`config.mk`:
```
export PLATFORM = sky130hd
export DESIGN_NAME = coil_pulse_cooldown_controller_top
export DESIGN_NICKNAME = d
export VERILOG_FILES = /design/src/hdl/cpcc_pkg.sv /design/src/hdl/cpcc_regs.sv /design/src/hdl/coil_pulse_cooldown_controller_top.sv
export SDC_FILE = /design/constraint.sdc
export NUM_CORES = 1
export LEC_CHECK = 0
export BUFFER_PORTS_ARGS = -buffer_cell sky130_fd_sc_hd__clkbuf_2
export CAP_MARGIN = 20
export CORE_UTILIZATION = 60
export CTS_CLUSTER_SIZE = 30
export DETAILED_ROUTE_END_ITERATION = 6
export PLACE_DENSITY_LB_ADDON = 0.15
export SETUP_SLACK_MARGIN = 0.3
export SLEW_MARGIN = 20
export SYNTH_ARGS = -nofsm -noshare
export SYNTH_HDL_FRONTEND = slang
export SYNTH_SLANG_ARGS = --single-unit
```
`constraint.sdc`:
```
create_clock -name clk -period 10.7 [get_ports clk]
set_clock_uncertainty 0.15 [all_clocks]
set_input_delay 0.535 -clock clk [delete_from_list [all_inputs] [get_ports clk]]
set_output_delay 0.535 -clock clk [all_outputs]
set_load 0.005 [all_outputs]
```
`src/hdl/cpcc_pkg.sv`:
```
// shared types and constants of the coil pulse and cooldown controller
package cpcc_pkg;

  localparam int CH_W       = 4;
  localparam int TICK_W     = 15;
  localparam int CNT_W      = 16;
  localparam int DRIVE_W    = 16;
  localparam int MASK_W     = 16;
  localparam int TDATA_W    = 40;
  localparam int TUSER_W    = 2;
  localparam int APB_ADDR_W = 3;
  localparam int APB_DATA_W = 32;
  localparam int REG_IDX_W  = APB_ADDR_W - 2;

  localparam logic [REG_IDX_W-1:0] REG_PAIR_MASK = '0;

  typedef enum logic [TUSER_W-1:0] {
    KIND_TICK   = 2'd0,
    KIND_SINGLE = 2'd1,
    KIND_PAIR   = 2'd2,
    KIND_TIMING = 2'd3
  } kind_t;

  typedef struct packed {
    logic [TICK_W-1:0] active_ticks;
    logic [TICK_W-1:0] cooldown_ticks;
    logic              request;
    logic [CH_W-1:0]   channel;
  } item_t;

  localparam int ITEM_W = $bits(item_t);

endpackage

```
`src/hdl/cpcc_regs.sv`:
```
// configuration register block with the flipper pair mask
module cpcc_regs (
  input  logic                                clk,
  input  logic                                rst,
  input  logic                                psel,
  input  logic                                penable,
  input  logic                                pwrite,
  input  logic [cpcc_pkg::APB_ADDR_W-1:0]     paddr,
  input  logic [cpcc_pkg::APB_DATA_W-1:0]     pwdata,
  output logic [cpcc_pkg::APB_DATA_W-1:0]     prdata,
  output logic                                pready,
  output logic [cpcc_pkg::MASK_W-1:0]         flipper_pair_mask
);

  logic [cpcc_pkg::REG_IDX_W-1:0] reg_idx;
  logic                           hit;

  assign reg_idx = paddr[cpcc_pkg::APB_ADDR_W-1:2];
  assign hit     = (reg_idx == cpcc_pkg::REG_PAIR_MASK);
  assign pready  = 1'b1;
  assign prdata  = hit ? cpcc_pkg::APB_DATA_W'(flipper_pair_mask) : '0;

  always_ff @(posedge clk) begin
    if (rst) begin
      flipper_pair_mask <= '0;
    end else if (psel && penable && pwrite && pready && hit) begin
      flipper_pair_mask <= pwdata[cpcc_pkg::MASK_W-1:0];
    end
  end

endmodule

```
`src/hdl/coil_pulse_cooldown_controller_top.sv`:
```
// top level of the coil pulse and cooldown controller
// Takes one item per clock while the output is not stalled and returns one coil_drive
// item per input item. An accepted item sits in an input register, where the addressed
// channel's counter and timing entry are checked; when it advances, every per-coil
// counter and the drive bits update, and the resulting drive bits land in the output
// register. The input side keeps accepting while the output register drains, so a stalled
// output holds at most two items in flight. The user must write the flipper pair mask
// through the register port at byte address 0 while no items are in flight; not enforced.
module coil_pulse_cooldown_controller_top #(
  parameter int NUM_COILS = 16
) (
  input  logic                                clk,
  input  logic                                rst,
  input  logic                                s_axis_tvalid,
  output logic                                s_axis_tready,
  // channel, request, cooldown_ticks, active_ticks, zero fill
  input  logic [cpcc_pkg::TDATA_W-1:0]        s_axis_tdata,
  // kind
  input  logic [cpcc_pkg::TUSER_W-1:0]        s_axis_tuser,
  output logic                                m_axis_tvalid,
  input  logic                                m_axis_tready,
  // coil_drive
  output logic [cpcc_pkg::DRIVE_W-1:0]        m_axis_tdata,
  input  logic                                psel,
  input  logic                                penable,
  input  logic                                pwrite,
  input  logic [cpcc_pkg::APB_ADDR_W-1:0]     paddr,
  input  logic [cpcc_pkg::APB_DATA_W-1:0]     pwdata,
  output logic [cpcc_pkg::APB_DATA_W-1:0]     prdata,
  output logic                                pready
);

  localparam int IDX_W = (NUM_COILS > 1) ? $clog2(NUM_COILS) : 1;
  localparam int CW    = ((IDX_W > cpcc_pkg::CH_W) ? IDX_W : cpcc_pkg::CH_W) + 1;
  localparam int DW    = (NUM_COILS > cpcc_pkg::DRIVE_W) ? NUM_COILS : cpcc_pkg::DRIVE_W;

  logic [cpcc_pkg::MASK_W-1:0] flipper_pair_mask;

  cpcc_regs u_regs (
    .clk               (clk),
    .rst               (rst),
    .psel              (psel),
    .penable           (penable),
    .pwrite            (pwrite),
    .paddr             (paddr),
    .pwdata            (pwdata),
    .prdata            (prdata),
    .pready            (pready),
    .flipper_pair_mask (flipper_pair_mask)
  );

  // input register
  logic                item_valid;
  cpcc_pkg::item_t     item;
  cpcc_pkg::kind_t     kind;
  logic                advance;

  assign advance       = item_valid && (!m_axis_tvalid || m_axis_tready);
  assign s_axis_tready = !item_valid || advance;

  always_ff @(posedge clk) begin
    if (rst) begin
      item_valid <= 1'b0;
    end else if (s_axis_tready) begin
      item_valid <= s_axis_tvalid;
    end
    if (s_axis_tvalid && s_axis_tready) begin
      item <= cpcc_pkg::item_t'(s_axis_tdata[cpcc_pkg::ITEM_W-1:0]);
      kind <= cpcc_pkg::kind_t'(s_axis_tuser);
    end
  end

  // per-coil state
  logic [cpcc_pkg::CNT_W-1:0]  counter       [NUM_COILS];
  logic [cpcc_pkg::CNT_W-1:0]  counter_next  [NUM_COILS];
  logic [cpcc_pkg::TICK_W-1:0] cooldown_tbl  [NUM_COILS];
  logic [cpcc_pkg::TICK_W-1:0] active_tbl    [NUM_COILS];
  logic [NUM_COILS-1:0]        drive;
  logic [NUM_COILS-1:0]        drive_next;

  logic [CW-1:0]               ch_ext;
  logic                        ch_ok;
  logic                        hold_ok;
  logic [IDX_W-1:0]            idx;
  logic [IDX_W-1:0]            hidx;
  logic                        is_check;
  logic                        pair_ok;
  logic [cpcc_pkg::CNT_W-1:0]  cnt_sel;
  logic [cpcc_pkg::TICK_W-1:0] cd_sel;
  logic [cpcc_pkg::CNT_W-1:0]  load_val;
  logic                        was_on;
  logic                        fire;
  logic                        power;
  logic                        hold;
  logic [DW-1:0]               drive_wide;

  assign ch_ext   = CW'(item.channel);
  assign ch_ok    = ch_ext < CW'(NUM_COILS);
  assign hold_ok  = (ch_ext + CW'(1)) < CW'(NUM_COILS);
  assign idx      = ch_ext[IDX_W-1:0];
  assign hidx     = idx + IDX_W'(1);
  assign is_check = (kind == cpcc_pkg::KIND_SINGLE) || (kind == cpcc_pkg::KIND_PAIR);
  assign pair_ok  = (kind == cpcc_pkg::KIND_PAIR) && flipper_pair_mask[item.channel] &&
                    hold_ok;
  assign cnt_sel  = counter[idx];
  assign cd_sel   = cooldown_tbl[idx];
  assign load_val = cpcc_pkg::CNT_W'(cd_sel) + cpcc_pkg::CNT_W'(active_tbl[idx]);
  assign was_on   = drive[idx] || (pair_ok && drive[hidx]);
  assign fire     = item.request && !was_on && (cnt_sel == '0);
  assign power    = item.request &&
                    (fire || (cnt_sel > cpcc_pkg::CNT_W'(cd_sel)));
  assign hold     = pair_ok && item.request && !power && was_on;

  always_comb begin
    drive_next = drive;
    for (int i = 0; i < NUM_COILS; i++) begin
      counter_next[i] = counter[i];
      if (kind == cpcc_pkg::KIND_TICK) begin
        if (counter[i] != '0) begin
          counter_next[i] = counter[i] - cpcc_pkg::CNT_W'(1);
        end
      end else if (is_check && ch_ok && fire && (idx == IDX_W'(i))) begin
        counter_next[i] = load_val;
      end
    end
    if (is_check && ch_ok) begin
      drive_next[idx] = power;
      if (pair_ok) begin
        drive_next[hidx] = hold;
      end
    end
  end

  assign drive_wide = DW'(drive_next);

  always_ff @(posedge clk) begin
    if (rst) begin
      drive <= '0;
      for (int i = 0; i < NUM_COILS; i++) begin
        counter[i]      <= '0;
        cooldown_tbl[i] <= '0;
        active_tbl[i]   <= '0;
      end
    end else if (advance) begin
      drive <= drive_next;
      for (int i = 0; i < NUM_COILS; i++) begin
        counter[i] <= counter_next[i];
      end
      if ((kind == cpcc_pkg::KIND_TIMING) && ch_ok) begin
        cooldown_tbl[idx] <= item.cooldown_ticks;
        active_tbl[idx]   <= item.active_ticks;
      end
    end
  end

  // output register
  always_ff @(posedge clk) begin
    if (rst) begin
      m_axis_tvalid <= 1'b0;
    end else if (advance) begin
      m_axis_tvalid <= 1'b1;
    end else if (m_axis_tready) begin
      m_axis_tvalid <= 1'b0;
    end
    if (advance) begin
      m_axis_tdata <= drive_wide[cpcc_pkg::DRIVE_W-1:0];
    end
  end

endmodule

```
==> reports/results.ini <==
[run_status]
status=finished clean

[logic_synthesis]
async_reset_ff_share_pct=0
yosys_warnings=0
synth-compound-area-share_pct=6.58
synthAdderAreaFrac_pct=1.68
synth_edf_count=789
synth-simple-area-share_pct=15.4
synth_area_mm2=0.0430
synthXorXnorAreaFrac_pct=4.53
synth_seq_cells=827
synth_top_family_by_area=simple AND/OR/NAND/NOR gates
syn_area_per_cell_um2=12.9
syn_inst=3330
synth_mux_area_share_pct=12.1
synth-seq-area-share_pct=56.9
synth_flop_cell=edfxtp_1
ys_types=64

[critical_path]
required_ps=10810
reg2regPathDepth=10
worstPathArrival_ps=6860
worstSetupPathType=flip-flop to flip-flop
worstSetupEndpointType=flip-flop
critical_path.max_fanout=34
start_kind=flip-flop

[grt]
grt_overflow_total=0
grt_pass1_wl_um=178000
grt_pass1_vias=28400
grt_max_degree=121
antenna_found_initial=2
track_usage_pct=33.0

[floorplan]
initial_utilization_pct=61.0
pin_count=135
die_h_um=270
core_mm2=0.0704
dieArea_mm2=0.0727
rows=97
die_w_um=270

[route]
vias=28700
wl_um=120000
drcViolationCount=0
routedWlPerCell_um=27.2
initialDrtViolationCount=3189
ant_nets=0
routed_via_density=6.49
dr.pass1.iters=5

[timing]
fin_setup_tns_ps=0
slew_viol_final=0
rsz0062_at_grt=false
tightestPinTransition_ps=1190
worst_slack_ps=3960
max_slew_margin_pct=20.7
timing.final.crit_period_ps=6740
max_freq_ghz=0.148
hold_viol=0
finalCritPeriodShare_pct=63.0
setup_viol=0

[cts]
clkTransAtPathRegs_ps=60
clock_latency_ps=680
cts_setup_buffers=0
cts_tree=yes
cts.sinks=827
cts.path.max_buffers=3
cts_inserted_buffers=90
cts-root-buf=clkbuf_16
htreeDepth=3

[finish]
nets=3541
fillCellCount=4981
final_core_util_pct=68.0
multi_input_comb_area_mm2=0.0175
area_delta_synth_final_pct=11.4
drive_gt1_share_pct=16.8
seqCellArea_mm2=0.0245

[worst_hold_path]
hold_class=input pin to flip-flop
holdPathStages=4

[placed_design]
detailed_place_hpwl_um=73600
place_ws_ps=3800
gp_congestion=0.919
portBuffers=94

[power_and_ir_drop]
peakVddDrop_uv=139
fin_total_pwr_w=0.00829
p_per_area_mw_per_mm2=173
power.leakage_nw=16.9

[job]
max_cap_viol_count=0

Yosys cell counts (9+ instances only):
cell,instances,area share [%]
ha_1,56,1.6
a211oi_1,10,0.17
nor4_1,38,0.55
a22oi_1,37,0.65
xor2_1,92,1.9
o22ai_1,21,0.31
and2_1,498,7.3
or3_1,31,0.45
a21o_1,13,0.23
or2_2,23,0.33
buf_1,19,0.17
clkbuf_1,191,1.7
nor3_1,90,1.0
o211ai_1,9,0.16
or3b_2,9,0.18
mux4_2,229,12
a21oi_1,188,2.2
o32ai_1,10,0.20
a31oi_1,20,0.29
dfxtp_1,38,1.8
xnor2_1,130,2.6
nand2b_1,36,0.52
nor2b_1,37,0.54
nand3_1,38,0.44
nand2_1,229,2.0
nor2_1,134,1.2
inv_1,59,0.52
o21ai_0,133,1.5
edfxtp_1,789,55
buf_4,17,0.30
layout make-up:
| class | count | share of cell area (%) |
|---|---|---|
| timing repair buffer | 202 | 3.08 |
| tap | 940 | 2.46 |
| antenna | 2 | 0.0105 |
| clock buffer | 114 | 5.00 |
| sequential | 827 | 51.1 |
| multi-input combinational | 2220 | 36.7 |
| clock inverter | 53 | 1.20 |
| inverter | 59 | 0.463 |
worst paths after layout:
kind	to	slack, ps	start
hold reg to reg	u_regs.flipper_pair_mask[9]	330	u_regs.flipper_pair_mask[9]
setup / recovery	counter[5][1]	3960	flip-flop
setup reg to reg	counter[5][1]	3960	flip-flop
hold / removal	m_axis_tvalid	60	m_axis_tready
repair_timing:
| item | 4_1_cts | 5_1_grt |
|---|---|---|
| hold buffers | 53 | 0 |
| resized for setup | 0 | 0 |
| hold endpoints to repair | 57 | 0 |
layout by cell type (no fill, tap or decap), types with 9 or more instances in the layout:
cell           count
or2_2             18
o32ai_1           10
o21ai_0          133
and2_1           498
a21o_1            13
nor4_1            38
nand2_1          229
xnor2_1          130
clkbuf_16         91
o22ai_1           21
xor2_1            92
edfxtp_1         789
dlygate4sd3_1     53
or3_1             31
nor2_1           119
nor3_1            77
clkinv_1          18
conb_1            17
clkinv_2          18
a21oi_1          188
clkbuf_1          20
a22oi_1           37
a31oi_1           20
clkbuf_2          94
nor2b_1           36
buf_4             51
inv_1             58
nand2b_1          34
nand3_1           38
o211ai_1           9
nor2_2            15
dfxtp_1           34
or3b_2             9
ha_1              55
mux4_2           229
sequential cells by signal, summed over array words and instances, names as in the netlist, named ones only:
| name | count |
|---|---|
| m_axis_tdata | 16 |
| drive | 16 |
| item | 31 |
| kind | 2 |
| active_tbl | 240 |
| cooldown_tbl | 240 |
| counter | 256 |
| idx | 4 |
| item_valid | 1 |
| m_axis_tvalid | 1 |
| u_regs.flipper_pair_mask | 16 |
cells by family (layout without fill, tap and decap cells):
| group | after synthesis | after routing |
|---|---|---|
| buffers and inverters | 298 | 428 |
| AND/OR/NAND/NOR | 1209 | 1209 |
| multiplexers | 231 | 231 |
| other | 2 | 19 |
| flip-flops | 827 | 827 |
| adder cells (fa/ha/maj) | 57 | 57 |
| AO/OA/AOI/OAI | 484 | 484 |
| XOR/XNOR | 222 | 222 |
metal layers:
layer,wire length (µm),vias to the layer above,global-route usage (%)
li1,-,12500,-
met1,45400,14300,44.4
met2,57200,1592,52.5
met3,12000,311,6.50
met4,5500,2,14.9
met5,13,-,0
critical path, stage by stage (launching register included):
cell and delay (ps):
dfxtp_4 780, buf_4 650, buf_4 620, mux4_2 650, a22oi_1 200, nand2_1 140
nor4_1 360, nand4_1 420, nor2_1 950, a31oi_1 530, nor3_4 780
through the flow:
stage	instances	hold slack (ps)	instance area, µm²
3_3_place_gp	4192	305	44200
5_1_grt	4415	48.3	47800
2_1_floorplan	3345	292	43000
6_report	4417	61.4	47800
3_5_place_dp	4193	308	44300
4_1_cts	4413	42.5	47700
where the power goes:
part           internal [W]  leakage [nW]  total [W]  switching, W
logic              0.000471          7.12    0.00122      0.000745
registers           0.00377          8.38    0.00396      0.000191
clock network       0.00179          1.44    0.00311       0.00132
No activity file was read; power rests on OpenSTA's default activity.
